File: src/rtl/npc_pkg.sv
`default_nettype none
// ----------------------------------------------------------------------------
// npc_pkg
// types and constants shared by the near-plane clipper modules
// ----------------------------------------------------------------------------
package npc_pkg;
   localparam int COORD_BITS    = 32;
   localparam int FRACTION_BITS = 16;
   // the dividend d0 * 2^F needs COORD_BITS + 1 + F bits, plus a sign bit
   localparam int DIV_BITS      = COORD_BITS + FRACTION_BITS + 2;
   localparam int QCNT_BITS     = $clog2(DIV_BITS + 1);

   typedef logic signed [COORD_BITS-1:0] coord_type;

   typedef struct packed {
      coord_type x;
      coord_type y;
      coord_type z;
      coord_type w;
      coord_type u;
      coord_type v;
   } vertex_type;

   typedef struct packed {
      vertex_type vtx;
      logic       triangle_select;
      logic       last_of_run;
   } result_type;

   typedef enum logic [3:0] {
      ST_COLLECT,
      ST_CLASSIFY,
      ST_PLAN,
      ST_DIV_START,
      ST_DIV_WAIT,
      ST_LERP,
      ST_EMIT
   } state_type;

   typedef struct packed {
      logic start;
      logic busy;
      logic done;
   } div_ctl_type;

   // saturate a wide signed value to the coordinate range
   function automatic coord_type sat_coord(input logic signed [DIV_BITS-1:0] val);
      logic signed [DIV_BITS-1:0] hi;
      logic signed [DIV_BITS-1:0] lo;
      hi = DIV_BITS'((64'sd1 <<< (COORD_BITS - 1)) - 64'sd1);
      lo = -hi - DIV_BITS'(1);
      if (val > hi) begin
         sat_coord = hi[COORD_BITS-1:0];
      end else if (val < lo) begin
         sat_coord = lo[COORD_BITS-1:0];
      end else begin
         sat_coord = val[COORD_BITS-1:0];
      end
   endfunction
endpackage
`default_nettype wire

File: src/rtl/npc_lerp_unit.sv
`default_nettype none
// ----------------------------------------------------------------------------
// npc_lerp_unit
// shared interpolation unit: a + ((b - a) * s) / 2^F, saturated, two stages
// ----------------------------------------------------------------------------
module npc_lerp_unit (
   input  wire logic               clock,
   input  wire npc_pkg::coord_type a,
   input  wire npc_pkg::coord_type b,
   input  wire npc_pkg::coord_type s,
   output      npc_pkg::coord_type result
);
   import npc_pkg::*;

   localparam int PROD_BITS = 2 * COORD_BITS + 2;

   logic signed [COORD_BITS:0]    diff;
   logic signed [PROD_BITS-1:0]   prod_ff, prod_in;
   coord_type                     a_ff;
   logic signed [PROD_BITS-1:0]   scaled;
   logic signed [PROD_BITS-1:0]   biased;
   logic signed [PROD_BITS-1:0]   total;

   always_comb begin
      diff    = $signed({b[COORD_BITS-1], b}) - $signed({a[COORD_BITS-1], a});
      prod_in = PROD_BITS'(diff) * PROD_BITS'(s);
      // truncate toward zero: bias negative products before the shift
      biased  = prod_ff[PROD_BITS-1] ?
                prod_ff + PROD_BITS'((64'sd1 <<< FRACTION_BITS) - 64'sd1) : prod_ff;
      scaled  = biased >>> FRACTION_BITS;
      total   = scaled + PROD_BITS'(a_ff);
      if (total > PROD_BITS'((64'sd1 <<< (COORD_BITS - 1)) - 64'sd1)) begin
         result = coord_type'((64'sd1 <<< (COORD_BITS - 1)) - 64'sd1);
      end else if (total < -PROD_BITS'(64'sd1 <<< (COORD_BITS - 1))) begin
         result = coord_type'(-(64'sd1 <<< (COORD_BITS - 1)));
      end else begin
         result = total[COORD_BITS-1:0];
      end
   end

   always_ff @(posedge clock) begin
      prod_ff <= prod_in;
      a_ff    <= a;
   end
endmodule
`default_nettype wire

File: config.mk
export PLATFORM = sky130hd
export DESIGN_NAME = npc_lerp_unit
export DESIGN_NICKNAME = d
export VERILOG_FILES = /design/src/rtl/npc_pkg.sv /design/src/rtl/npc_lerp_unit.sv
export SDC_FILE = /design/constraint.sdc
export NUM_CORES = 2
export LEC_CHECK = 0
export ABC_AREA = 1
export BUFFER_PORTS_ARGS = -buffer_cell sky130_fd_sc_hd__buf_2
export CORE_MARGIN = 4
export CORE_UTILIZATION = 55
export CTS_CLUSTER_DIAMETER = 200
export DETAILED_ROUTE_END_ITERATION = 10
export PLACE_DENSITY = 0.69
export REMOVE_ABC_BUFFERS = 1
export SLEW_MARGIN = 20
export SYNTH_ARGS = -nofsm -noshare
export SYNTH_HDL_FRONTEND = slang
export SYNTH_SLANG_ARGS = --single-unit
File: constraint.sdc
create_clock -name clock -period 14.1 [get_ports clock]
set_clock_uncertainty 0.1 [all_clocks]
set_input_delay 2.115 -clock clock [delete_from_list [all_inputs] [get_ports clock]]
set_output_delay 2.115 -clock clock [all_outputs]
set_load 0.005 [all_outputs]
# After elaboration in Yosys (flattened, before gate mapping)
# Index checks and enable logic that the tools add are counted.
dict set report word_totals {
  regBits 97
  latchBits 0
  ram_bits 0
  romBits 0
  output_inout_bits 32
  wordCells 11
  mem_count 0
}
dict set report classes {
  addsub 3
  n_mul 1
  div_mod_pow 0
  n_lt_le_gt_ge 2
  eq_ne 0
  n_shift 0
  mux 3
  n_bitwise 0
  n_reduce_logical 0
}
# operator count
set ops {}
lappend ops {{65-bit by 17-bit adder with 66-bit output, second input constant} 1}
lappend ops {{66-bit 2-to-1 mux} 1}
lappend ops {{33-bit by 32-bit multiplier with 65-bit output} 1}
lappend ops {{32-bit 2-to-1 mux} 2}
lappend ops {{50-bit by 32-bit adder with 51-bit output} 1}
lappend ops {{51-bit by 32-bit > comparator with 1-bit output, second input constant} 1}
lappend ops {{51-bit by 32-bit < comparator with 1-bit output, second input constant} 1}
lappend ops {{32-bit by 32-bit subtractor with 33-bit output} 1}

# Longest topological paths before layout
dict set report depth {
  word_depth 6
  ltp_mapped 47
  ltp_nobuf 46
}

# Worst setup path before layout
# OpenSTA, ideal clock, no wires.
dict set report synth_timing {
  path_type {input-to-reg}
  from {input b[0]}
  to {register prod_ff[62]}
  setup_time_ps 113
  arrival_ps 10763
  required_ps 13887
  slack_ps 3124
  cell_stages 39
  path_buffers 1
  path_cell_list {inv_1 ha_1 fa_1 inv_1 nand3_1 nand2_1 nand2_1 nand2_2 a21oi_2 o21ai_2 inv_2 o21ai_2 nand3_1 nand3_1 nand2_2 buf_4 nor2_1 inv_1 [3 not listed] fa_1 inv_1 fa_1 inv_1 fa_1 fa_1 fa_1 inv_1 fa_1 inv_1 ha_1 nand2_1 o21ai_0 o21bai_1 a2111oi_0 nand2_1 nand2_1 nand2_1}
}
dict set report synth_via {
  elab_chain_cells 2
}
# item line
set synth_lines {}
lappend synth_lines {{start: declaration} npc_lerp_unit.sv:9} ;# input wire npc_pkg::coord_type b,
lappend synth_lines {{32-bit by 32-bit subtractor with 33-bit output} npc_lerp_unit.sv:25} ;# diff = $signed({b[COORD_BITS-1], b}) - $signed({a[COORD_BITS-1], a});
lappend synth_lines {{33-bit by 32-bit multiplier with 65-bit output} npc_lerp_unit.sv:26} ;# prod_in = PROD_BITS'(diff) * PROD_BITS'(s);
lappend synth_lines {{net prod_in[62]} npc_lerp_unit.sv:18} ;# logic signed [PROD_BITS-1:0] prod_ff, prod_in;
lappend synth_lines {{end signal: assignment} npc_lerp_unit.sv:42} ;# prod_ff <= prod_in;
lappend synth_lines {{end: declaration} npc_lerp_unit.sv:18}
# The timed path passes the listed nets, and every way through them passes these cells.

# Final worst setup path
dict set report layout_timing {
  from {input a[0]}
  to {register prod_ff[58]}
}
dict set report layout_via {
  elab_chain_cells 2
}
# item line
set layout_lines {}
lappend layout_lines {{start: declaration} npc_lerp_unit.sv:8} ;# input wire npc_pkg::coord_type a,
lappend layout_lines {{32-bit by 32-bit subtractor with 33-bit output} npc_lerp_unit.sv:25}
lappend layout_lines {{33-bit by 32-bit multiplier with 65-bit output} npc_lerp_unit.sv:26}
lappend layout_lines {{net prod_in[58]} npc_lerp_unit.sv:18}
# The timed path passes the listed nets, and every way through them passes these cells.

==> summary.md <==
| Metric | Value |
|---|---|
| Status | complete, no violations |
| Final HPWL DP | 132000 microns |
| Worst Path Arrival | 12.70 ns |
| Synthesized area | 47000 sq um |
| IO buf count | 128 |
| Max-slew violations | 0 |
| Routed WL | 155000 microns |
| First-pass GRT wire length | 240000 microns |
| Slew @ Worst Pin | 1.17 ns |
| Crit-path slowest cell | fa_1 |
| Initial antenna violation count | 3 |
| Row count | 106 |
| Share of flip-flops with an asynchronous set or reset | 0% |
| Min Tclk post-route | 12.57 ns |
| Top-area cell type share of the netlist area | 47.5% |
| GRT Residual Overflow | 0 |
| Crit-path most repeated cell | fa_1 |
| Initial DRC count | 3219 |
| DRT Pass-1 Iters | 6 |
| Final WS setup | 1.53 ns |
| Setup TNS | 0 ns |
| Layout Utilization | 58.2% |
| Core area | 84100 sq um |
| Crit path capture type | flip-flop |
| Die area | 90100 sq um |
| Post-synthesis sequential area ratio | 4.13% |
| Io pins | 129 |
| Die width | 300 microns |
| Final period util | 89.1% |
| Largest net degree at the start of global routing | 33 |
| Post-CTS Setup Inserts | 0 |
| Gr usage total | 35.3% |
| Area of the multi-input gates | 38300 sq um |
| Post-synth EDFFs | 0 |
| Post-synth top cells | inv_1, nand2_1, fa_1 |
| Area growth from synthesis to layout | 4.29% |
| Max Cap Violations | 0 |
| Fin nets | 7531 |
| Root buffer cell | clkbuf_16 |
| Startpoint type of the worst setup path | primary input |
| Top cell type by total area after synthesis | fa_1 |
| Die height | 300 microns |
| Post-cts sizing count | 0 |
| Warnings from Yosys | 0 |
| DR WL/cell | 21.5 microns |
| Antenna-violating nets left | 0 |
| CTS Sinks | 97 |
| Via density | 5.45 |
| Area contributors post-synth | fa_1, inv_1, nand2_1 |
| Clk buf depth | 2 |
| Via Count | 39.2k |
| Most frequent cell after synthesis | inv_1 |
| RSZ-0062 raised after global routing | no |
| Max FO, Critical Path | 25 |
| DR DRC count | 0 |
| Routability congestion estimate from global placement | 1.01 |
| Crit path kind | in -> reg |
| Filler Cell Count | 8057 |
| FF+latch count, synth | 97 |
| Crit path largest cell delay | 0.72 ns |
| Cts bufs inserted | 9 |
| Final Hold Vio Count | 0 |
| Synth cell types | 53 |
| Vias in the first global route | 41.4k |
| Register Area | 1940 sq um |
| Max frequency | 79.6 MHz |
| Cts hold-fix bufs | 0 |
| Synthesized instance count | 6039 |
| H-tree Lvls | 3 |
| Final setup viols | 0 |
| Reg clk slew, reported paths | 0.07 ns |
| Starting Density | 55.9% |
| Critical Path RT | 14.23 ns |
| CTS tree | done |
| Most common flop cell mapped by yosys | dfxtp_1 |
| Hold Path Class | in -> reg |
| Layout cells sized above 1 | 5.70% |
| Slew HR | 21.6% |
| Worst slack, placed | 1.27 ns |
| Syn avg cell area | 7.78 sq um |
[metrics by stage]
step	area, sq um	cells	hold slack, ns
after floorplan	46100	5855	2.04
after global placement	48700	7175	2.13
after detailed placement	48700	7175	2.13
after CTS	49000	7191	1.75
after global routing	49000	7191	1.75
final	49000	7194	1.76
[worst paths after layout]
kind / end / slack (ns) / depth (start not counted) / startpoint
min: a_ff[13] / 1.76 / 1 / a[13]
max: prod_ff[58] / 1.53 / 40 / a[0]
[worst max-delay path: cells and delay by family]
family	cells	cell delay [ns]
adders and majority gates	11	5.14
AOI/OAI and AO/OA	4	1.04
xor gates and xnor gates	1	0.11
buffers and inverters	11	2.02
and+or+nand+nor	13	2.21
[sequential cells by signal (all words and copies together) (netlist names)]
name     flops
a_ff        32
prod_ff     65
[cells by family after synthesis]
logic type / count (synthesis) / share of synthesized area (%)
compound gates: 290 / 3.53
xor+xnor: 151 / 2.82
fa+ha+maj: 1382 / 54.6
buf+inv: 1767 / 14.4
flops: 97 / 4.13
simple gates: 2352 / 20.5
[placed cells by master, fill, tap and decap left out, drive strengths merged, types with 3 or more instances in the layout]
master	instances
inv	1570
nand2	1352
fa	1114
nor2	738
ha	268
buf	186
a21oi	141
nand3	113
xor2	111
dfxtp	97
o21ai	65
nor3	52
nand4	43
xnor2	40
a31oi	21
or2	19
nor4	18
a21o	18
clkinv	16
o21bai	15
o21a	11
clkbuf	11
a21boi	8
nand3b	5
and3	4
nor3b	4
and2	4
diode	3
o211ai	3
[metal layers]
layer / vias up / track usage (%) / routed length [microns]
met3: 457 / 6.84 / 14500
met1: 19500 / 45.9 / 59900
met5: - / 0 / 0
met2: 1910 / 56.6 / 70300
met4: 0 / 17.9 / 10100
li1: 17400 / - / -
[cell type report]
class / count / share of cell area (%)
Clock buffer: 11 / 0.496
Antenna cell: 3 / 0.0153
Tap cell: 1134 / 2.90
Sequential cell: 97 / 3.96
Timing Repair Buffer: 186 / 2.20
Clock inverter: 5 / 0.161
Multi-Input combinational cell: 4175 / 78.1
Inverter: 1583 / 12.1
Power is left out: the tool's default activity adds up to more than one toggle a clock period on the data nets, which glitch-free logic cannot reach.
