[config.mk]
export PLATFORM = sky130hd
export DESIGN_NAME = npc_divider
export DESIGN_NICKNAME = d
export VERILOG_FILES = /design/src/rtl/npc_pkg.sv /design/src/rtl/npc_divider.sv
export SDC_FILE = /design/constraint.sdc
export NUM_CORES = 1
export LEC_CHECK = 0
export ABC_AREA = 1
export BUFFER_PORTS_ARGS = -buffer_cell sky130_fd_sc_hd__buf_2
export CAP_MARGIN = 30
export CORE_ASPECT_RATIO = 1.1
export CORE_MARGIN = 2
export CORE_UTILIZATION = 40
export DETAILED_ROUTE_END_ITERATION = 10
export PLACE_DENSITY_LB_ADDON = 0.12
export RECOVER_POWER = 25
export SLEW_MARGIN = 0
export SYNTH_ARGS = -nofsm -noshare
export SYNTH_HDL_FRONTEND = slang
export SYNTH_SLANG_ARGS = --single-unit
[constraint.sdc]
create_clock -name clock -period 6.28 [get_ports clock]
set_clock_uncertainty 0.1 [all_clocks]
set_input_delay 1.256 -clock clock [delete_from_list [all_inputs] [get_ports clock]]
set_output_delay 1.256 -clock clock [all_outputs]
set_load 0.1 [all_outputs]
[src/rtl/npc_pkg.sv]
`default_nettype none
// ----------------------------------------------------------------------------
// npc_pkg
// types and constants shared by the near-plane clipper modules
// ----------------------------------------------------------------------------
package npc_pkg;
   localparam int COORD_BITS    = 32;
   localparam int FRACTION_BITS = 16;
   // the dividend d0 * 2^F needs COORD_BITS + 1 + F bits, plus a sign bit
   localparam int DIV_BITS      = COORD_BITS + FRACTION_BITS + 2;
   localparam int QCNT_BITS     = $clog2(DIV_BITS + 1);

   typedef logic signed [COORD_BITS-1:0] coord_type;

   typedef struct packed {
      coord_type x;
      coord_type y;
      coord_type z;
      coord_type w;
      coord_type u;
      coord_type v;
   } vertex_type;

   typedef struct packed {
      vertex_type vtx;
      logic       triangle_select;
      logic       last_of_run;
   } result_type;

   typedef enum logic [3:0] {
      ST_COLLECT,
      ST_CLASSIFY,
      ST_PLAN,
      ST_DIV_START,
      ST_DIV_WAIT,
      ST_LERP,
      ST_EMIT
   } state_type;

   typedef struct packed {
      logic start;
      logic busy;
      logic done;
   } div_ctl_type;

   // saturate a wide signed value to the coordinate range
   function automatic coord_type sat_coord(input logic signed [DIV_BITS-1:0] val);
      logic signed [DIV_BITS-1:0] hi;
      logic signed [DIV_BITS-1:0] lo;
      hi = DIV_BITS'((64'sd1 <<< (COORD_BITS - 1)) - 64'sd1);
      lo = -hi - DIV_BITS'(1);
      if (val > hi) begin
         sat_coord = hi[COORD_BITS-1:0];
      end else if (val < lo) begin
         sat_coord = lo[COORD_BITS-1:0];
      end else begin
         sat_coord = val[COORD_BITS-1:0];
      end
   endfunction
endpackage
`default_nettype wire

[src/rtl/npc_divider.sv]
`default_nettype none
// ----------------------------------------------------------------------------
// npc_divider
// signed restoring divider, one quotient bit per cycle, truncates toward zero
// ----------------------------------------------------------------------------
module npc_divider (
   input  wire logic                                  clock,
   input  wire logic                                  reset,
   input  wire logic                                  start,
   input  wire logic signed [npc_pkg::DIV_BITS-1:0]   dividend,
   input  wire logic signed [npc_pkg::DIV_BITS-1:0]   divisor,
   output      npc_pkg::div_ctl_type                  ctl,
   output      logic signed [npc_pkg::DIV_BITS-1:0]   quotient
);
   import npc_pkg::*;

   logic [DIV_BITS-1:0]  num_ff, num_in;
   logic [DIV_BITS-1:0]  den_ff, den_in;
   logic [DIV_BITS:0]    rem_ff, rem_in;
   logic [QCNT_BITS-1:0] cnt_ff, cnt_in;
   logic                 neg_ff, neg_in;
   logic                 busy_ff, busy_in;
   logic                 done_ff, done_in;
   logic [DIV_BITS:0]    shifted;
   logic [DIV_BITS:0]    trial;

   always_comb begin
      num_in  = num_ff;
      den_in  = den_ff;
      rem_in  = rem_ff;
      cnt_in  = cnt_ff;
      neg_in  = neg_ff;
      busy_in = busy_ff;
      done_in = 1'b0;
      shifted = {rem_ff[DIV_BITS-1:0], num_ff[DIV_BITS-1]};
      trial   = shifted - {1'b0, den_ff};
      if (start) begin
         num_in  = dividend[DIV_BITS-1] ? DIV_BITS'(-dividend) : dividend;
         den_in  = divisor[DIV_BITS-1] ? DIV_BITS'(-divisor) : divisor;
         neg_in  = dividend[DIV_BITS-1] ^ divisor[DIV_BITS-1];
         rem_in  = '0;
         cnt_in  = QCNT_BITS'(DIV_BITS);
         busy_in = 1'b1;
      end else if (busy_ff) begin
         if (!trial[DIV_BITS]) begin
            rem_in = trial;
            num_in = {num_ff[DIV_BITS-2:0], 1'b1};
         end else begin
            rem_in = shifted;
            num_in = {num_ff[DIV_BITS-2:0], 1'b0};
         end
         cnt_in = cnt_ff - QCNT_BITS'(1);
         if (cnt_ff == QCNT_BITS'(1)) begin
            busy_in = 1'b0;
            done_in = 1'b1;
         end
      end
   end

   always_ff @(posedge clock) begin
      num_ff <= num_in;
      den_ff <= den_in;
      rem_ff <= rem_in;
      neg_ff <= neg_in;
      cnt_ff <= cnt_in;
      if (reset) begin
         busy_ff <= 1'b0;
         done_ff <= 1'b0;
      end else begin
         busy_ff <= busy_in;
         done_ff <= done_in;
      end
   end

   assign quotient  = neg_ff ? -$signed(num_ff) : $signed(num_ff);
   assign ctl.start = start;
   assign ctl.busy  = busy_ff;
   assign ctl.done  = done_ff;

   a_done_ends_busy: assert property (@(posedge clock) disable iff (reset)
      done_ff |-> !busy_ff) else $error("divider done while busy");
   a_start_busy: assert property (@(posedge clock) disable iff (reset)
      start |=> busy_ff) else $error("divider did not start");
   a_no_restart: assert property (@(posedge clock) disable iff (reset)
      busy_ff |-> !start) else $error("divider restarted while busy");
endmodule
`default_nettype wire

# Word-level counts from Yosys, hierarchy flattened
# Cells that the tools add are included.
[word_totals]
inputBits = 103
mem_bits_rw = 0
reg_bits = 159
rom_bits = 0
n_memories = 0
wordCells = 29
latchBits = 0
output_inout_bits = 53
[op_classes]
n_shift = 0
n_reduce_logical = 2
n_mux = 11
order_cmp = 0
n_eq_ne = 1
n_mul = 0
add_sub_neg = 5
div_mod_pow = 0
bitwise_logic = 2
[op_table]
columns = ["op", "n"]
rows = [
  ["two-way mux 50 bit", 5],
  ["negator 50 bit", 3],
  ["subtractor 51 x 50 -> 51 bit", 1],
  ["two-way mux 49 bit", 1],
  ["equality test 6 x 1 -> 1 bit (second input constant)", 1],
  ["subtractor 6 x 1 -> 6 bit (second input constant)", 1],
  ["two-way mux 1 bit", 5],
  ["OR reduction 3 bit", 1],
  ["nonzero test 2 bit", 1],
  ["inverter 1 bit", 1],
  ["XOR 1 bit", 1],
]

# Longest topological paths before layout
[logic_depth]
ltp_word = 4
depth_mapped = 19
depth_no_buf = 18

# Least setup slack after synthesis
# OpenSTA, ideal clock, no wires.
[synth_timing]
kind = "reg2out"
startpoint = "register num_ff[0]"
endpoint = "output port quotient[32] (netlist name)"
n_path_buf = 0
t_required_ns = 4.924
t_arrival_ns = 3.347
path_stages_with_launch = 8
path_slack_ns = 1.577
path_cell_list = "edfxtp_1 -> inv_1 -> ha_1 -> nand4_1 -> nor2_2 -> nand4_1 -> xor2_1 -> o21ai_0"
[synth_between]
elab_chain_len = 2
[synth_rtl]
columns = ["item", "line", "text"]
rows = [
  ["start: declaration", "npc_divider.sv:17", "logic [DIV_BITS-1:0] num_ff, num_in;"],
  ["start signal: assignment", "npc_divider.sv:61", "num_ff <= num_in;"],
  ["negator 50 bit", "npc_divider.sv:75", "assign quotient = neg_ff ? -$signed(num_ff) : $signed(num_ff);"],
  ["two-way mux 50 bit", "npc_divider.sv:75", ""],
  ["end: declaration", "npc_divider.sv:13", "output logic signed [npc_pkg::DIV_BITS-1:0] quotient"],
]
# Every way passes these cells.

# Final worst setup path
[layout_timing]
startpoint = "register num_ff[0]"
endpoint = "output port quotient[28] (netlist name)"
# Same word-level chain as after synthesis.

==> results.json <==
{
  "cts_tree": "yes",
  "fin_hold_ws_ns": 0.372,
  "gr-total-overflow": 0,
  "synth_fa_ha_area_share_pct": 4.62,
  "portBuffers": 155,
  "dr.pass1.iters": 5,
  "fin_nets": 2775,
  "dieArea_um2": 39900,
  "antenna_found_initial": 7,
  "final_area_um2": 17200,
  "cts-buffers-inserted": 17,
  "htreeDepth": 4,
  "cpPeakStageDelay_ns": 0.47,
  "hold_buffers": 0,
  "root_buffer": "clkbuf_16",
  "min_period_over_period_pct": 73.3,
  "netlist_top_cells_count": "nand2_1, inv_1, nor2_1, nand3_1, xor2_1",
  "synth-compound-area-share_pct": 6.63,
  "via_per_inst": 4.94,
  "holdCritPathClass": "flip-flop to flip-flop",
  "crit_chain": "inv_1 > ha_1 > nand4_1 > nor2_2 > inv_1 > nor2_1 > nand2_1 > o31ai_4 > nand3_1 > xor2_1 > buf_2",
  "gp_congestion": 0.965,
  "synthCells": 2486,
  "ant_nets": 0,
  "hpwl_mm": 41.9,
  "worstHoldEndpoint": "rem_ff[1]$_SDFFE_PP0P_",
  "p_leak_nw": 8.86,
  "drive_above_1_share_pct": 9.81,
  "violations": "max-capacitance violations, max-slew violations",
  "status": "complete, but fails checks",
  "grt_pass1_wl_mm": 80.7,
  "crit_required_ns": 4.92,
  "cp.arrival_ns": 3.25,
  "cts_setup_buffers": 0,
  "slew_violations": 154,
  "r2r_end": "rem_ff[14]$_SDFFE_PP0P_",
  "synth_cell_types": 51,
  "ys_seq_area_share_pct": 27.3,
  "chipWidth_um": 191,
  "r2r-start": "num_ff[49]$_DFFE_PP_",
  "synth_edf_count": 101,
  "yosys_warnings": 0,
  "r2r_cells": 15,
  "critPathKind": "flip-flop to output port",
  "num_rows": 75,
  "period_needed_ns": 4.60,
  "synth_top_area_share_pct": 19.8,
  "slew_headroom_pct": -27.5,
  "crit_path_start_kind": "flip-flop",
  "grtUsageTotal_pct": 26.2,
  "synthMuxAreaShare_pct": 0,
  "ys_seq_elements": 159,
  "die_h_um": 209,
  "synthArstFlopShare_pct": 0,
  "routed_wl_mm": 51.4,
  "syn_to_final_growth_pct": 11.8,
  "hold_start": "rem_ff[1]$_SDFFE_PP0P_",
  "grt_max_degree": 80,
  "synth_area_leader_cell": "edfxtp_1",
  "synth_fp_nets": 2645,
  "cpMostUsedCell": "inv_1",
  "maxCapViolCount": 3,
  "grt_pass1_vias": 15213,
  "first_iter_violations": 999,
  "path_clk_slew_ns": 0.07,
  "cp_max_fo": 5,
  "r2r_slack_ns": 2.95,
  "cpMaxStageDelayCell": "buf_2",
  "routedWlPerCell_um": 16.4,
  "io_pins": 156,
  "start_util_pct": 40.4,
  "powerDensity_nw_per_um2": 210,
  "synth_flop_cell": "edfxtp_1",
  "placed_area_um2": 16600,
  "finalHoldViolations": 0,
  "cts.repair.resized": 0,
  "syn_area_um2": 15300,
  "fmax_mhz": 217,
  "insertion_delay_ns": 0.46,
  "yosysMostFrequentCell": "nand2_1",
  "whs_path_depth": 2,
  "synth_top_family_by_area": "simple AND/OR/NAND/NOR gates",
  "yosys.area_share.simple_pct": 38.9,
  "clockBufferDepth": 2,
  "worst_pin_slew_ns": 1.91,
  "vias": 15482,
  "path_delay_family": "simple AND/OR/NAND/NOR gates",
  "tns_ns": 0,
  "drc": 0,
  "rsz0062_at_grt": "false",
  "vdd_ir_drop_max_v": 0.000154,
  "cts.sinks": 159,
  "cp_num_buf_inv": 3,
  "finalSetupViolations": 0,
  "synth.top_cells.by_area": "edfxtp_1, nand2_1, inv_1, dfxtp_1, xor2_1",
  "power_mw": 3.60,
  "fp.coreArea_um2": 38000,
  "synthXorXnorAreaFrac_pct": 8.96,
  "end_kind": "output port",
  "synth_area_per_cell_um2": 6.17
}
## sequential cells by signal, summed over array words and instances (netlist names)
register  cells
den_ff       50
num_ff       50
rem_ff       50
cnt_ff        6
busy_ff       1
done_ff       1
neg_ff        1
## power by group
| part | switching [mW] | internal, mW | total [mW] |
|---|---|---|---|
| Sequential | 0.0615 | 1.21 | 1.27 |
| Clock | 0.480 | 0.626 | 1.11 |
| Combinational | 0.965 | 0.256 | 1.22 |
## worst reg2reg max path, delay by kind of cell, from the launching register on
| family | cells | cell delay, ns |
|---|---|---|
| and+or+nand+nor | 10 | 1.45 |
| buffers and inverters | 3 | 0.67 |
| adders and majority gates | 2 | 0.64 |
| DFF | 1 | 0.36 |
## per-stage QoR
step / utilization [%] / std cells / setup slack [ns]
2_1_floorplan: - / 2486 / 1.58
3_3_place_gp: 43.5 / 3096 / 2.23
3_5_place_dp: 43.6 / 3097 / 2.23
4_1_cts: 45.2 / 3129 / 1.68
5_1_grt: 45.1 / 3130 / 1.26
6_report: 45.1 / 3131 / 1.68
## cell usage in the layout, fill, tap and decap left out, types with 8 or more instances in the layout
master	n
a21oi_1	56
a31oi_1	8
buf_2	149
clkbuf_16	18
dfxtp_1	58
edfxtp_1	101
ha_1	55
inv_1	476
nand2_1	803
nand2_2	16
nand3_1	155
nand3_2	12
nand3b_1	10
nand4_1	52
nor2_1	242
nor2_2	10
nor3_1	44
nor4_1	23
o21ai_0	88
o21ai_1	8
or2_2	13
xnor2_1	45
xor2_1	112
## cell families after synthesis
group                    after synthesis
flip-flops                           159
adder cells (fa/ha/maj)               56
buffers and inverters                533
AND/OR/NAND/NOR                     1396
XOR/XNOR                             157
AO/OA/AOI/OAI                        185
## worst max-delay path by stage
stage | startpoint | endpoint | slack [ns] | cells after the start
2_1_floorplan | num_ff[0]$_DFFE_PP_ | quotient[32] | 1.58 | 7
3_3_place_gp | num_ff[1]$_DFFE_PP_ | quotient[28] | 2.23 | 11
3_5_place_dp | num_ff[1]$_DFFE_PP_ | quotient[28] | 2.23 | 11
4_1_cts | num_ff[0]$_DFFE_PP_ | quotient[28] | 1.68 | 11
5_1_grt | start | num_ff[49]$_DFFE_PP_ | 1.26 | 7
6_report | num_ff[0]$_DFFE_PP_ | quotient[28] | 1.68 | 11
## per-layer routing
metal / track usage, % / vias to the layer above / wire (um)
li1: - / 7981 / -
met1: 31.6 / 6975 / 21600
met2: 46.0 / 410 / 25200
met3: 3.13 / 106 / 2280
met4: 12.2 / 10 / 2200
met5: 0 / - / 82
## layout make-up
type                            instances  area, um^2
Clock inverter                         13         149
Multi-Input combinational cell       1794        9070
Tap cell                              500         626
Timing Repair Buffer                  164         846
Fill cell                            4115       20800
Inverter                              480        1800
Antenna cell                            2        5.00
Clock buffer                           19         464
Sequential cell                       159        4190
Note: power is estimated with default switching activity, not from simulation.
