--- config.mk ---
export PLATFORM = sky130hd
export DESIGN_NAME = npc_sequencer_flat
export DESIGN_NICKNAME = d
export VERILOG_FILES = /design/src/rtl/npc_pkg.sv /design/src/rtl/npc_if.sv /design/src/rtl/npc_sequencer.sv /design/src/flat_wrapper.sv
export SDC_FILE = /design/constraint.sdc
export NUM_CORES = 2
export LEC_CHECK = 0
export BUFFER_PORTS_ARGS = -buffer_cell sky130_fd_sc_hd__buf_4
export CORE_MARGIN = 8
export CORE_UTILIZATION = 60
export DETAILED_ROUTE_END_ITERATION = 10
export PLACE_DENSITY = 0.81
export SLEW_MARGIN = 20
export SYNTH_ARGS = -nofsm -noshare
export SYNTH_HDL_FRONTEND = slang
export SYNTH_SLANG_ARGS = --single-unit
--- constraint.sdc ---
create_clock -name clock -period 21.2 [get_ports clock]
set_clock_uncertainty 0.1 [all_clocks]
set_input_delay 1.06 -clock clock [delete_from_list [all_inputs] [get_ports clock]]
set_output_delay 1.06 -clock clock [all_outputs]
set_load 0.01 [all_outputs]
--- src/rtl/npc_pkg.sv ---
`default_nettype none
// ----------------------------------------------------------------------------
// npc_pkg
// types and constants shared by the near-plane clipper modules
// ----------------------------------------------------------------------------
package npc_pkg;
   localparam int COORD_BITS    = 32;
   localparam int FRACTION_BITS = 16;
   // the dividend d0 * 2^F needs COORD_BITS + 1 + F bits, plus a sign bit
   localparam int DIV_BITS      = COORD_BITS + FRACTION_BITS + 2;
   localparam int QCNT_BITS     = $clog2(DIV_BITS + 1);

   typedef logic signed [COORD_BITS-1:0] coord_type;

   typedef struct packed {
      coord_type x;
      coord_type y;
      coord_type z;
      coord_type w;
      coord_type u;
      coord_type v;
   } vertex_type;

   typedef struct packed {
      vertex_type vtx;
      logic       triangle_select;
      logic       last_of_run;
   } result_type;

   typedef enum logic [3:0] {
      ST_COLLECT,
      ST_CLASSIFY,
      ST_PLAN,
      ST_DIV_START,
      ST_DIV_WAIT,
      ST_LERP,
      ST_EMIT
   } state_type;

   typedef struct packed {
      logic start;
      logic busy;
      logic done;
   } div_ctl_type;

   // saturate a wide signed value to the coordinate range
   function automatic coord_type sat_coord(input logic signed [DIV_BITS-1:0] val);
      logic signed [DIV_BITS-1:0] hi;
      logic signed [DIV_BITS-1:0] lo;
      hi = DIV_BITS'((64'sd1 <<< (COORD_BITS - 1)) - 64'sd1);
      lo = -hi - DIV_BITS'(1);
      if (val > hi) begin
         sat_coord = hi[COORD_BITS-1:0];
      end else if (val < lo) begin
         sat_coord = lo[COORD_BITS-1:0];
      end else begin
         sat_coord = val[COORD_BITS-1:0];
      end
   endfunction
endpackage
`default_nettype wire

--- src/rtl/npc_if.sv ---
`default_nettype none
// ----------------------------------------------------------------------------
// npc_vertex_if / npc_result_if
// valid/ready channels for vertex items and result items
// ----------------------------------------------------------------------------
interface npc_vertex_if;
   import npc_pkg::*;
   logic       valid;
   logic       ready;
   vertex_type data;
   modport source (output valid, output data, input ready);
   modport sink   (input valid, input data, output ready);
endinterface

interface npc_result_if;
   import npc_pkg::*;
   logic       valid;
   logic       ready;
   result_type data;
   modport source (output valid, output data, input ready);
   modport sink   (input valid, input data, output ready);
endinterface
`default_nettype wire

--- src/rtl/npc_sequencer.sv ---
`default_nettype none
// ----------------------------------------------------------------------------
// npc_sequencer
// vertex store, classification and the control that drives divider and lerp
// ----------------------------------------------------------------------------
module npc_sequencer (
   input  wire logic                                clock,
   input  wire logic                                reset,
   npc_vertex_if.sink                               req,
   npc_result_if.source                             rsp,
   output      logic                                div_start,
   output      logic signed [npc_pkg::DIV_BITS-1:0] div_dividend,
   output      logic signed [npc_pkg::DIV_BITS-1:0] div_divisor,
   input  wire npc_pkg::div_ctl_type                div_ctl,
   input  wire logic signed [npc_pkg::DIV_BITS-1:0] div_quotient,
   output      npc_pkg::coord_type                  lerp_a,
   output      npc_pkg::coord_type                  lerp_b,
   output      npc_pkg::coord_type                  lerp_s,
   input  wire npc_pkg::coord_type                  lerp_result
);
   import npc_pkg::*;

   state_type   state_ff, state_in;
   vertex_type  vtx_ff [4];
   logic [1:0]  count_ff, count_in;
   logic [2:0]  out_ff;
   logic [1:0]  step_ff, step_in;       // which move of the plan
   logic [1:0]  nmoves_ff;
   logic [1:0]  mv_a_ff [2];
   logic [1:0]  mv_b_ff [2];
   logic [1:0]  mv_d_ff [2];
   logic [1:0]  lone_ff;
   logic        has_lone_ff;
   coord_type   s_ff;
   coord_type   res_ff [6];
   logic [2:0]  comp_ff, comp_in;      // lerp issue counter
   logic [2:0]  emit_ff, emit_in;
   logic [2:0]  emit_total;
   logic [1:0]  cur_a, cur_b;
   logic signed [COORD_BITS:0] d0, d1;
   logic [1:0]  emit_slot;
   logic [1:0]  inx, ipv;

   function automatic coord_type pick(input vertex_type v, input logic [2:0] c);
      coord_type r;
      r = v.x;
      case (c)
         3'd0:    r = v.x;
         3'd1:    r = v.y;
         3'd2:    r = v.z;
         3'd3:    r = v.w;
         3'd4:    r = v.u;
         3'd5:    r = v.v;
         default: r = v.x;
      endcase
      return r;
   endfunction

   function automatic logic is_out(input vertex_type v);
      logic signed [COORD_BITS:0] d;
      d = $signed({v.z[COORD_BITS-1], v.z}) + $signed({v.w[COORD_BITS-1], v.w});
      return (v.w <= 0) || (d < 0);
   endfunction

   assign cur_a = mv_a_ff[step_ff[0]];
   assign cur_b = mv_b_ff[step_ff[0]];
   assign d0 = $signed({vtx_ff[cur_a].z[COORD_BITS-1], vtx_ff[cur_a].z})
             + $signed({vtx_ff[cur_a].w[COORD_BITS-1], vtx_ff[cur_a].w});
   assign d1 = $signed({vtx_ff[cur_b].z[COORD_BITS-1], vtx_ff[cur_b].z})
             + $signed({vtx_ff[cur_b].w[COORD_BITS-1], vtx_ff[cur_b].w});
   assign div_dividend = DIV_BITS'(d0) <<< FRACTION_BITS;
   assign div_divisor  = DIV_BITS'(d0) - DIV_BITS'(d1);
   assign lerp_a = pick(vtx_ff[cur_a], comp_ff);
   assign lerp_b = pick(vtx_ff[cur_b], comp_ff);
   assign lerp_s = s_ff;
   assign emit_total = has_lone_ff ? 3'd6 : 3'd3;

   // next state
   always_comb begin
      state_in = state_ff;
      case (state_ff)
         ST_COLLECT:   if (req.valid && count_ff == 2'd2) state_in = ST_CLASSIFY;
         ST_CLASSIFY:  state_in = ST_PLAN;
         ST_PLAN: begin
            // outside mask is settled here
            if (out_ff == 3'b111) state_in = ST_COLLECT;
            else if (out_ff == 3'b000) state_in = ST_EMIT;
            else state_in = ST_DIV_START;
         end
         ST_DIV_START: state_in = ST_DIV_WAIT;
         ST_DIV_WAIT:  if (div_ctl.done) state_in = ST_LERP;
         ST_LERP: begin
            if (comp_ff == 3'd6) begin
               if (step_ff + 2'd1 < nmoves_ff) state_in = ST_DIV_START;
               else state_in = ST_EMIT;
            end
         end
         ST_EMIT: begin
            if (rsp.ready && emit_ff == emit_total - 3'd1) state_in = ST_COLLECT;
         end
         default:      state_in = ST_COLLECT;
      endcase
   end

   // outputs
   always_comb begin
      req.ready = (state_ff == ST_COLLECT);
      div_start = (state_ff == ST_DIV_START);
      rsp.valid = (state_ff == ST_EMIT);
      emit_slot = emit_ff[1:0];
      case (emit_ff)
         3'd3:    emit_slot = lone_ff;
         3'd4:    emit_slot = 2'd3;
         3'd5:    emit_slot = (lone_ff == 2'd2) ? 2'd0 : lone_ff + 2'd1;
         default: emit_slot = emit_ff[1:0];
      endcase
      rsp.data.vtx             = vtx_ff[emit_slot];
      rsp.data.triangle_select = (emit_ff >= 3'd3);
      rsp.data.last_of_run     = (emit_ff == emit_total - 3'd1);
      count_in = count_ff;
      if (req.valid && req.ready) count_in = (count_ff == 2'd2) ? 2'd0 : count_ff + 2'd1;
      comp_in = (state_ff == ST_LERP) ? comp_ff + 3'd1 : 3'd0;
      step_in = step_ff;
      if (state_ff == ST_PLAN) step_in = 2'd0;
      if (state_ff == ST_LERP && comp_ff == 3'd6) step_in = step_ff + 2'd1;
      emit_in = emit_ff;
      if (state_ff != ST_EMIT) emit_in = 3'd0;
      else if (rsp.ready) emit_in = emit_ff + 3'd1;
   end

   always_ff @(posedge clock) begin
      if (req.valid && req.ready) vtx_ff[count_ff] <= req.data;
      if (state_ff == ST_CLASSIFY) begin
         out_ff <= {is_out(vtx_ff[2]), is_out(vtx_ff[1]), is_out(vtx_ff[0])};
      end
      if (state_ff == ST_PLAN) begin
         // plan derived from the outside mask
         case (out_ff)
            3'b000: begin
               nmoves_ff   <= 2'd0;
               has_lone_ff <= 1'b0;
            end
            3'b001, 3'b010, 3'b100: begin
               nmoves_ff   <= 2'd2;
               has_lone_ff <= 1'b1;
               lone_ff     <= inx ^ inx ^ ((out_ff == 3'b001) ? 2'd0 :
                              (out_ff == 3'b010) ? 2'd1 : 2'd2);
               mv_a_ff[0]  <= (out_ff == 3'b001) ? 2'd0 : (out_ff == 3'b010) ? 2'd1 : 2'd2;
               mv_b_ff[0]  <= inx;
               mv_d_ff[0]  <= 2'd3;
               mv_a_ff[1]  <= (out_ff == 3'b001) ? 2'd0 : (out_ff == 3'b010) ? 2'd1 : 2'd2;
               mv_b_ff[1]  <= ipv;
               mv_d_ff[1]  <= (out_ff == 3'b001) ? 2'd0 : (out_ff == 3'b010) ? 2'd1 : 2'd2;
            end
            default: begin
               // two outside: each outside vertex, in index order, moves toward the inside one
               nmoves_ff   <= 2'd2;
               has_lone_ff <= 1'b0;
               mv_a_ff[0]  <= (out_ff == 3'b110) ? 2'd1 : 2'd0;
               mv_d_ff[0]  <= (out_ff == 3'b110) ? 2'd1 : 2'd0;
               mv_b_ff[0]  <= (out_ff == 3'b110) ? 2'd0 : (out_ff == 3'b101) ? 2'd1 : 2'd2;
               mv_a_ff[1]  <= (out_ff == 3'b011) ? 2'd1 : 2'd2;
               mv_d_ff[1]  <= (out_ff == 3'b011) ? 2'd1 : 2'd2;
               mv_b_ff[1]  <= (out_ff == 3'b110) ? 2'd0 : (out_ff == 3'b101) ? 2'd1 : 2'd2;
            end
         endcase
      end
      if (div_ctl.done) begin
         s_ff <= (div_divisor == '0) ? '0 : sat_coord(div_quotient);
      end
      // lerp result lands in the cycle after issue; buffer so the move reads old values
      if (state_ff == ST_LERP && comp_ff >= 3'd1) res_ff[comp_ff - 3'd1] <= lerp_result;
      if (state_ff == ST_LERP && comp_ff == 3'd6) begin
         vtx_ff[mv_d_ff[step_ff[0]]] <= {res_ff[0], res_ff[1], res_ff[2], res_ff[3],
                                         res_ff[4], lerp_result};
      end
      if (reset) begin
         state_ff <= ST_COLLECT;
         count_ff <= 2'd0;
         comp_ff  <= 3'd0;
         step_ff  <= 2'd0;
         emit_ff  <= 3'd0;
      end else begin
         state_ff <= state_in;
         count_ff <= count_in;
         comp_ff  <= comp_in;
         step_ff  <= step_in;
         emit_ff  <= emit_in;
      end
   end

   // neighbors of the lone outside vertex, used only by the one-outside plan
   always_comb begin
      inx = 2'd1;
      ipv = 2'd2;
      case (out_ff)
         3'b010:  begin inx = 2'd2; ipv = 2'd0; end
         3'b100:  begin inx = 2'd0; ipv = 2'd1; end
         default: begin inx = 2'd1; ipv = 2'd2; end
      endcase
   end

   a_ready_collect: assert property (@(posedge clock) disable iff (reset)
      req.ready |-> !rsp.valid) else $error("input taken while emitting");
   a_count_range: assert property (@(posedge clock) disable iff (reset)
      count_ff != 2'd3) else $error("corner count out of range");
   a_emit_bound: assert property (@(posedge clock) disable iff (reset)
      rsp.valid |-> emit_ff < emit_total) else $error("emit index past end");
   a_div_only_planned: assert property (@(posedge clock) disable iff (reset)
      div_start |-> nmoves_ff != 2'd0) else $error("divide with no move");
endmodule
`default_nettype wire

--- src/flat_wrapper.sv ---
// flat-port wrapper written by rule: the top's interface ports become plain ports
module npc_sequencer_flat import npc_pkg::*;
  (clock, reset, div_start, div_dividend, div_divisor, div_ctl, div_quotient, lerp_a, lerp_b, lerp_s, lerp_result, req_valid, req_data, req_ready, rsp_valid, rsp_data, rsp_ready);
  npc_vertex_if req_i ();
  npc_result_if rsp_i ();
  input  wire logic clock;
  input  wire logic reset;
  output      logic div_start;
  output      logic signed [npc_pkg::DIV_BITS-1:0] div_dividend;
  output      logic signed [npc_pkg::DIV_BITS-1:0] div_divisor;
  input  wire npc_pkg::div_ctl_type div_ctl;
  input  wire logic signed [npc_pkg::DIV_BITS-1:0] div_quotient;
  output      npc_pkg::coord_type lerp_a;
  output      npc_pkg::coord_type lerp_b;
  output      npc_pkg::coord_type lerp_s;
  input  wire npc_pkg::coord_type lerp_result;
  input wire logic [$bits(req_i.valid)-1:0] req_valid;
  input wire logic [$bits(req_i.data)-1:0] req_data;
  output wire logic [$bits(req_i.ready)-1:0] req_ready;
  output wire logic [$bits(rsp_i.valid)-1:0] rsp_valid;
  output wire logic [$bits(rsp_i.data)-1:0] rsp_data;
  input wire logic [$bits(rsp_i.ready)-1:0] rsp_ready;
  assign req_i.valid = req_valid;
  assign req_i.data = req_data;
  assign req_ready = req_i.ready;
  assign rsp_valid = rsp_i.valid;
  assign rsp_data = rsp_i.data;
  assign rsp_i.ready = rsp_ready;
  npc_sequencer u_core (.clock(clock), .reset(reset), .req(req_i), .rsp(rsp_i), .div_start(div_start), .div_dividend(div_dividend), .div_divisor(div_divisor), .div_ctl(div_ctl), .div_quotient(div_quotient), .lerp_a(lerp_a), .lerp_b(lerp_b), .lerp_s(lerp_s), .lerp_result(lerp_result));
endmodule
Word-level counts from Yosys, hierarchy flattened
Memories as Yosys holds them, arrays and structs flattened. A register that Yosys moved wholly into a read port is not among the register bits.
Index checks and enable logic that the tools add are counted.
- bits in registers: 54
- RAM bits: 972
- memories: 5
- memory list (name ; depth ; width ; read ports ; clocked after memory_dff ; wr ports ; RTL line ; text):
    u_core.vtx_ff ; 4 ; 192 ; 6 ; 0 ; 1 ; npc_sequencer.sv:24 ; vertex_type vtx_ff [4];
    u_core.res_ff ; 6 ; 32 ; 5 ; 0 ; 1 ; npc_sequencer.sv:35 ; coord_type res_ff [6];
    u_core.mv_a_ff ; 2 ; 2 ; 1 ; 1 ; 2 ; npc_sequencer.sv:29 ; logic [1:0] mv_a_ff [2];
    u_core.mv_b_ff ; 2 ; 2 ; 1 ; 1 ; 2 ; npc_sequencer.sv:30 ; logic [1:0] mv_b_ff [2];
    u_core.mv_d_ff ; 2 ; 2 ; 1 ; 1 ; 2 ; npc_sequencer.sv:31 ; logic [1:0] mv_d_ff [2];
- add/sub/neg operators: 13
- magnitude comparators: 11
- equal/unequal tests: 30
- multiplexer cells: 54
- bitwise operators: 9
- reduce and logical (&&, ||, !) cells: 20
- operator list (cell ; number):
    one-hot mux 32 bit (5 select lines) ; 2
    two-way mux 192 bit ; 1
    OR reduction 192 bit ; 1
    adder 32 x 32 -> 33 bit ; 5
    < comparator 33 x 1 -> 1 bit (second input constant) ; 3
    <= comparator 32 x 1 -> 1 bit (second input constant) ; 3
    greater-than comparator 50 x 32 -> 1 bit (second input constant) ; 1
    zero test 50 bit ; 1
    < comparator 50 x 32 -> 1 bit (second input constant) ; 1
    two-way mux 2 bit ; 17
    subtractor 33 x 33 -> 34 bit ; 1
    two-way mux 32 bit ; 1
    two-way mux 31 bit ; 1
    one-hot mux 4 bit (7 select lines) ; 1
    == test 3 bit (second input constant) ; 9
    two-way mux 1 bit ; 20
    two-way mux 4 bit ; 5
    == test 3 x 2 -> 1 bit (second input constant) ; 5
    == test 4 x 3 -> 1 bit (second input constant) ; 3
    two-way mux 3 bit ; 3
    == test 4 x 2 -> 1 bit (second input constant) ; 2
    one-hot mux 2 bit (2 select lines) ; 2
    adder 2 x 1 -> 2 bit (second input constant) ; 3
    adder 3 x 1 -> 3 bit (second input constant) ; 2
    other kinds (25) ; 44

Longest topological paths before layout
- depth in word-level cells: 6
- mapped depth: 31

Worst setup path after synthesis
No wires, ideal clock.
- kind: input-to-reg
- start: input req_valid
- end: memory u_core.vtx_ff[0][0] in the netlist's numbering (enable)
- library setup time: 0.771 ns
- data arrival time: 9.886 ns
- required time: 20.329 ns
- setup slack: 10.443 ns
- stages: 3
- buffers on the path: 0
- path through: nand2_1 o22a_1 nor2b_1
- longest elaborated chain between the ends: 4
- RTL lines (item ; RTL line ; text):
    start: declaration ; flat_wrapper.sv:17 ; input wire logic [$bits(req_i.valid)-1:0] req_valid;
    logical AND 1 bit ; npc_sequencer.sv:132 ; if (req.valid && req.ready) vtx_ff[count_ff] <= req.data;
    two-way mux 1 bit ; npc_sequencer.sv:132 ;
    two-way mux 1 bit (not written as such) ; npc_sequencer.sv:132 ;
    two-way mux 1 bit (no source line) ; -- ;
    end: declaration ; npc_sequencer.sv:24 ;
No other way between the ends.

==> impl_metrics.json <==
{
  "ys_warn_count": 0,
  "synth_compound_gate_area_share": 0.110,
  "clk_pin_slew_ps": 60,
  "rsz0062_at_grt": "false",
  "synthArstFlopShare": 0,
  "gp_congestion": 0.991,
  "worst_pin_slew_ps": 1230,
  "cts_hold_buf": 0,
  "area_delta_synth_final_pct": 15.9,
  "numCtsBuffers": 102,
  "hold_viol_final": 0,
  "fin_tns_setup_ps": 0,
  "grt_pass1_wl_um": 293000,
  "drt_wl_total_um": 204000,
  "syn_area_sq_um": 57600,
  "period_share": 0.532,
  "num-fill-cells": 6437,
  "die_x_um": 326,
  "min_from": "u_core.step_ff[1]",
  "synth_edf_count": 977,
  "power_w": 0.00499,
  "vias_per_cell": 7.07,
  "antenna_left": 0,
  "reg2reg_slack_ps": 10620,
  "power_frac_comb": 0.171,
  "dp_hpwl_um": 142000,
  "die_y_um": 326,
  "rows": 113,
  "grt_usage": 0.368,
  "start_kind": "flip-flop",
  "synth-main-ff-cell": "edfxtp_1",
  "pwr-share-seq": 0.457,
  "antenna_found_initial": 16,
  "slowest_stage": "mux2i_4",
  "p_leak_nw": 24.8,
  "cts_resized": 0,
  "slew_violations": 0,
  "end_kind": "output pin",
  "clkSinkCount": 991,
  "clkPwrFrac": 0.372,
  "seq_area_frac_synth": 0.514,
  "drt-pass1-iter-count": 9,
  "synth_area_leaders": "edfxtp_1 51%, mux4_2 15%, nand2_1 7.1%",
  "core_sq_um": 95200,
  "first_global_vias": 44600,
  "syn_avg_cell_area_sq_um": 12.1,
  "drive_gt1_frac": 0.245,
  "grt_overflow_total": 0,
  "clock_latency_ps": 690,
  "path_cells": "mux2i_4 -> buf_4 -> buf_4 -> buf_4 -> mux4_2 -> ha_1 -> and3_1 -> nand3_1 -> or2_2 -> o211ai_2 -> o21ai_1 -> mux2_4 -> a211oi_2 -> fa_1 -> ha_1 -> a21oi_1 -> o21ai_0 -> a21oi_1 -> o21bai_1 -> o41a_1 -> xnor2_2 -> buf_4",
  "start_util": 0.606,
  "cts_root_buffer": "clkbuf_16",
  "die-area_sq_um": 106000,
  "port_buffers": 655,
  "drv_cap": 0,
  "crit_path_frequent_cell": "buf_4",
  "drt_iter0_drc": 8231,
  "critical_path.max_fanout": 60,
  "clockBufferDepth": 3,
  "design.portCount": 674,
  "synth_cell_types": 78,
  "p_per_area_nw_per_um2": 74.6,
  "p_int_w": 0.00366,
  "cpPeakStageDelay_ps": 960,
  "ys_ff_latch": 991,
  "wl_per_cell_um": 30.9,
  "vdd_ir_drop_max_mv": 0.0903,
  "crit_family": "buffers and inverters",
  "netSwitchingPower_w": 0.00133,
  "synth_top_area_frac": 0.509,
  "remaining_drc_errors": 0,
  "critPathBufInv": 4,
  "muxShareOfSynthArea": 0.155,
  "grt_max_degree": 211,
  "min_period_ps": 11270,
  "synth_top_family_by_area": "multiplexers",
  "hp-class": "reg -> reg",
  "status": "completed",
  "required_ps": 20040,
  "synthCells": 4762,
  "cts_max_level": 3,
  "fmax_mhz": 88.7,
  "synth-adder-area-share": 0.0480,
  "cts_tree": "done",
  "setup_viol": 0,
  "synth.largest_area_cell": "edfxtp_1",
  "cts_setup_buffers": 0,
  "crit_arrival_ps": 10110,
  "nets": 5719,
  "switching_share": 0.266,
  "path_class": "reg -> out",
  "vias": 46600,
  "slew_headroom": 0.182,
  "synthSimpleGateAreaFrac": 0.130,
  "synth-xor-area-share": 0.00957
}
-- synthesized netlist by cell type, drive strengths merged, types with 3 or more instances --
| cell type | instances |
|---|---|
| a22oi | 181 |
| a2111oi | 5 |
| o21a | 11 |
| or4 | 7 |
| a311o | 3 |
| nor3 | 26 |
| o21ai | 66 |
| a31oi | 204 |
| a31o | 6 |
| buf | 100 |
| a211o | 6 |
| xor2 | 28 |
| nand4 | 35 |
| clkbuf | 259 |
| nor4 | 35 |
| and3 | 9 |
| ha | 166 |
| a21o | 56 |
| inv | 105 |
| or3 | 4 |
| a211oi | 212 |
| and2 | 201 |
| o221a | 3 |
| nor3b | 7 |
| or2 | 6 |
| o21bai | 16 |
| fa | 34 |
| nor2 | 137 |
| o211ai | 10 |
| nor2b | 26 |
| nand3b | 4 |
| mux2 | 4 |
| edfxtp | 977 |
| mux4 | 385 |
| nand3 | 87 |
| xnor2 | 35 |
| nand2b | 18 |
| dfxtp | 14 |
| nand2 | 1088 |
| o311ai | 4 |
| a21oi | 127 |
| o31ai | 4 |
| o41ai | 4 |
| mux2i | 20 |
-- metrics by stage --
step | hold slack (ps) | setup slack, ps | cells | util | area (sq um)
2_1_floorplan | 360 | 10440 | 4777 | - | 57700
3_3_place_gp | 377 | 10830 | 6399 | 0.666 | 63400
3_5_place_dp | 386 | 10710 | 6399 | 0.666 | 63400
4_1_cts | 396 | 9980 | 6589 | 0.702 | 66800
5_1_grt | 445 | 9580 | 6591 | 0.702 | 66800
6_report | 401 | 9930 | 6599 | 0.702 | 66800
-- cells by family after synthesis --
group                      after synthesis
buffers and inverters                  465
adders and majority gates              201
other                                    1
DFF                                    991
muxes                                  409
xor gates and xnor gates                63
AOI/OAI and AO/OA                      934
and+or+nand+nor                       1698
-- sequential cells by signal, indices dropped and copies added (netlist names), 3 cells and up, named ones only --
name	flops
u_core.res_ff	160
u_core.vtx_ff	768
u_core.mv_d_ff	3
u_core.mv_a_ff	3
u_core.mv_b_ff	4
u_core.emit_ff	3
u_core.out_ff	3
u_core.comp_ff	3
u_core.lerp_s	32
u_core.state_ff	3
-- cell usage in the layout (no fill, tap or decap), types with 19 or more instances in the layout --
master	instances
nand4_1	35
clkbuf_1	19
fa_1	34
mux4_2	385
ha_1	165
nor3_1	24
edfxtp_1	977
nor2_1	130
nand3_1	85
nand2_1	1088
nor4_1	34
nor2b_1	22
xnor2_1	34
clkinv_1	23
buf_4	711
a31oi_1	204
inv_1	105
a22oi_1	181
a21oi_1	127
xor2_1	28
clkbuf_16	104
a211oi_1	210
a21o_1	56
o21ai_0	63
and2_1	199
-- power by group through the flow --
| stage | clock network, W | logic [W] | registers (W) |
|---|---|---|---|
| 2_1_floorplan | 0 | 0.000473 | 0.00232 |
| 3_3_place_gp | 0 | 0.000831 | 0.00231 |
| 3_5_place_dp | 0 | 0.000841 | 0.00232 |
| 4_1_cts | 0.00185 | 0.000846 | 0.00227 |
| 5_1_grt | 0.00192 | 0.000911 | 0.00228 |
| 6_report | 0.00186 | 0.000852 | 0.00228 |
-- path summary, 6_finish.rpt --
path / end / cells after the start
min reg2reg: u_core.step_ff[1] / 1
max: div_divisor[42] / 22
min: u_core.step_ff[1] / 1
max reg2reg: u_core.lerp_s[3] / 24
-- per-layer routing --
layer | share of wire | vias to the layer above | track usage
met1 | 0.34 | 22700 | 0.476
met2 | 0.45 | 4044 | 0.565
met5 | 0.00042 | - | 0
met3 | 0.16 | 604 | 0.133
li1 | - | 19200 | -
met4 | 0.051 | 14 | 0.157
-- area by class of cell --
| cell class | instances | area, sq um | share of cell area |
|---|---|---|---|
| multi-input cells | 3321 | 26400 | 0.394 |
| clock inverters | 67 | 739 | 0.0111 |
| well taps | 1265 | 1580 | 0.0237 |
| repair buffers | 716 | 5430 | 0.0812 |
| inverters | 106 | 398 | 0.00595 |
| flip-flops and latches | 991 | 29600 | 0.443 |
| clock buffers | 123 | 2670 | 0.0400 |
| diodes | 10 | 25.0 | 0.000374 |
(Power assumes the default switching activity.)
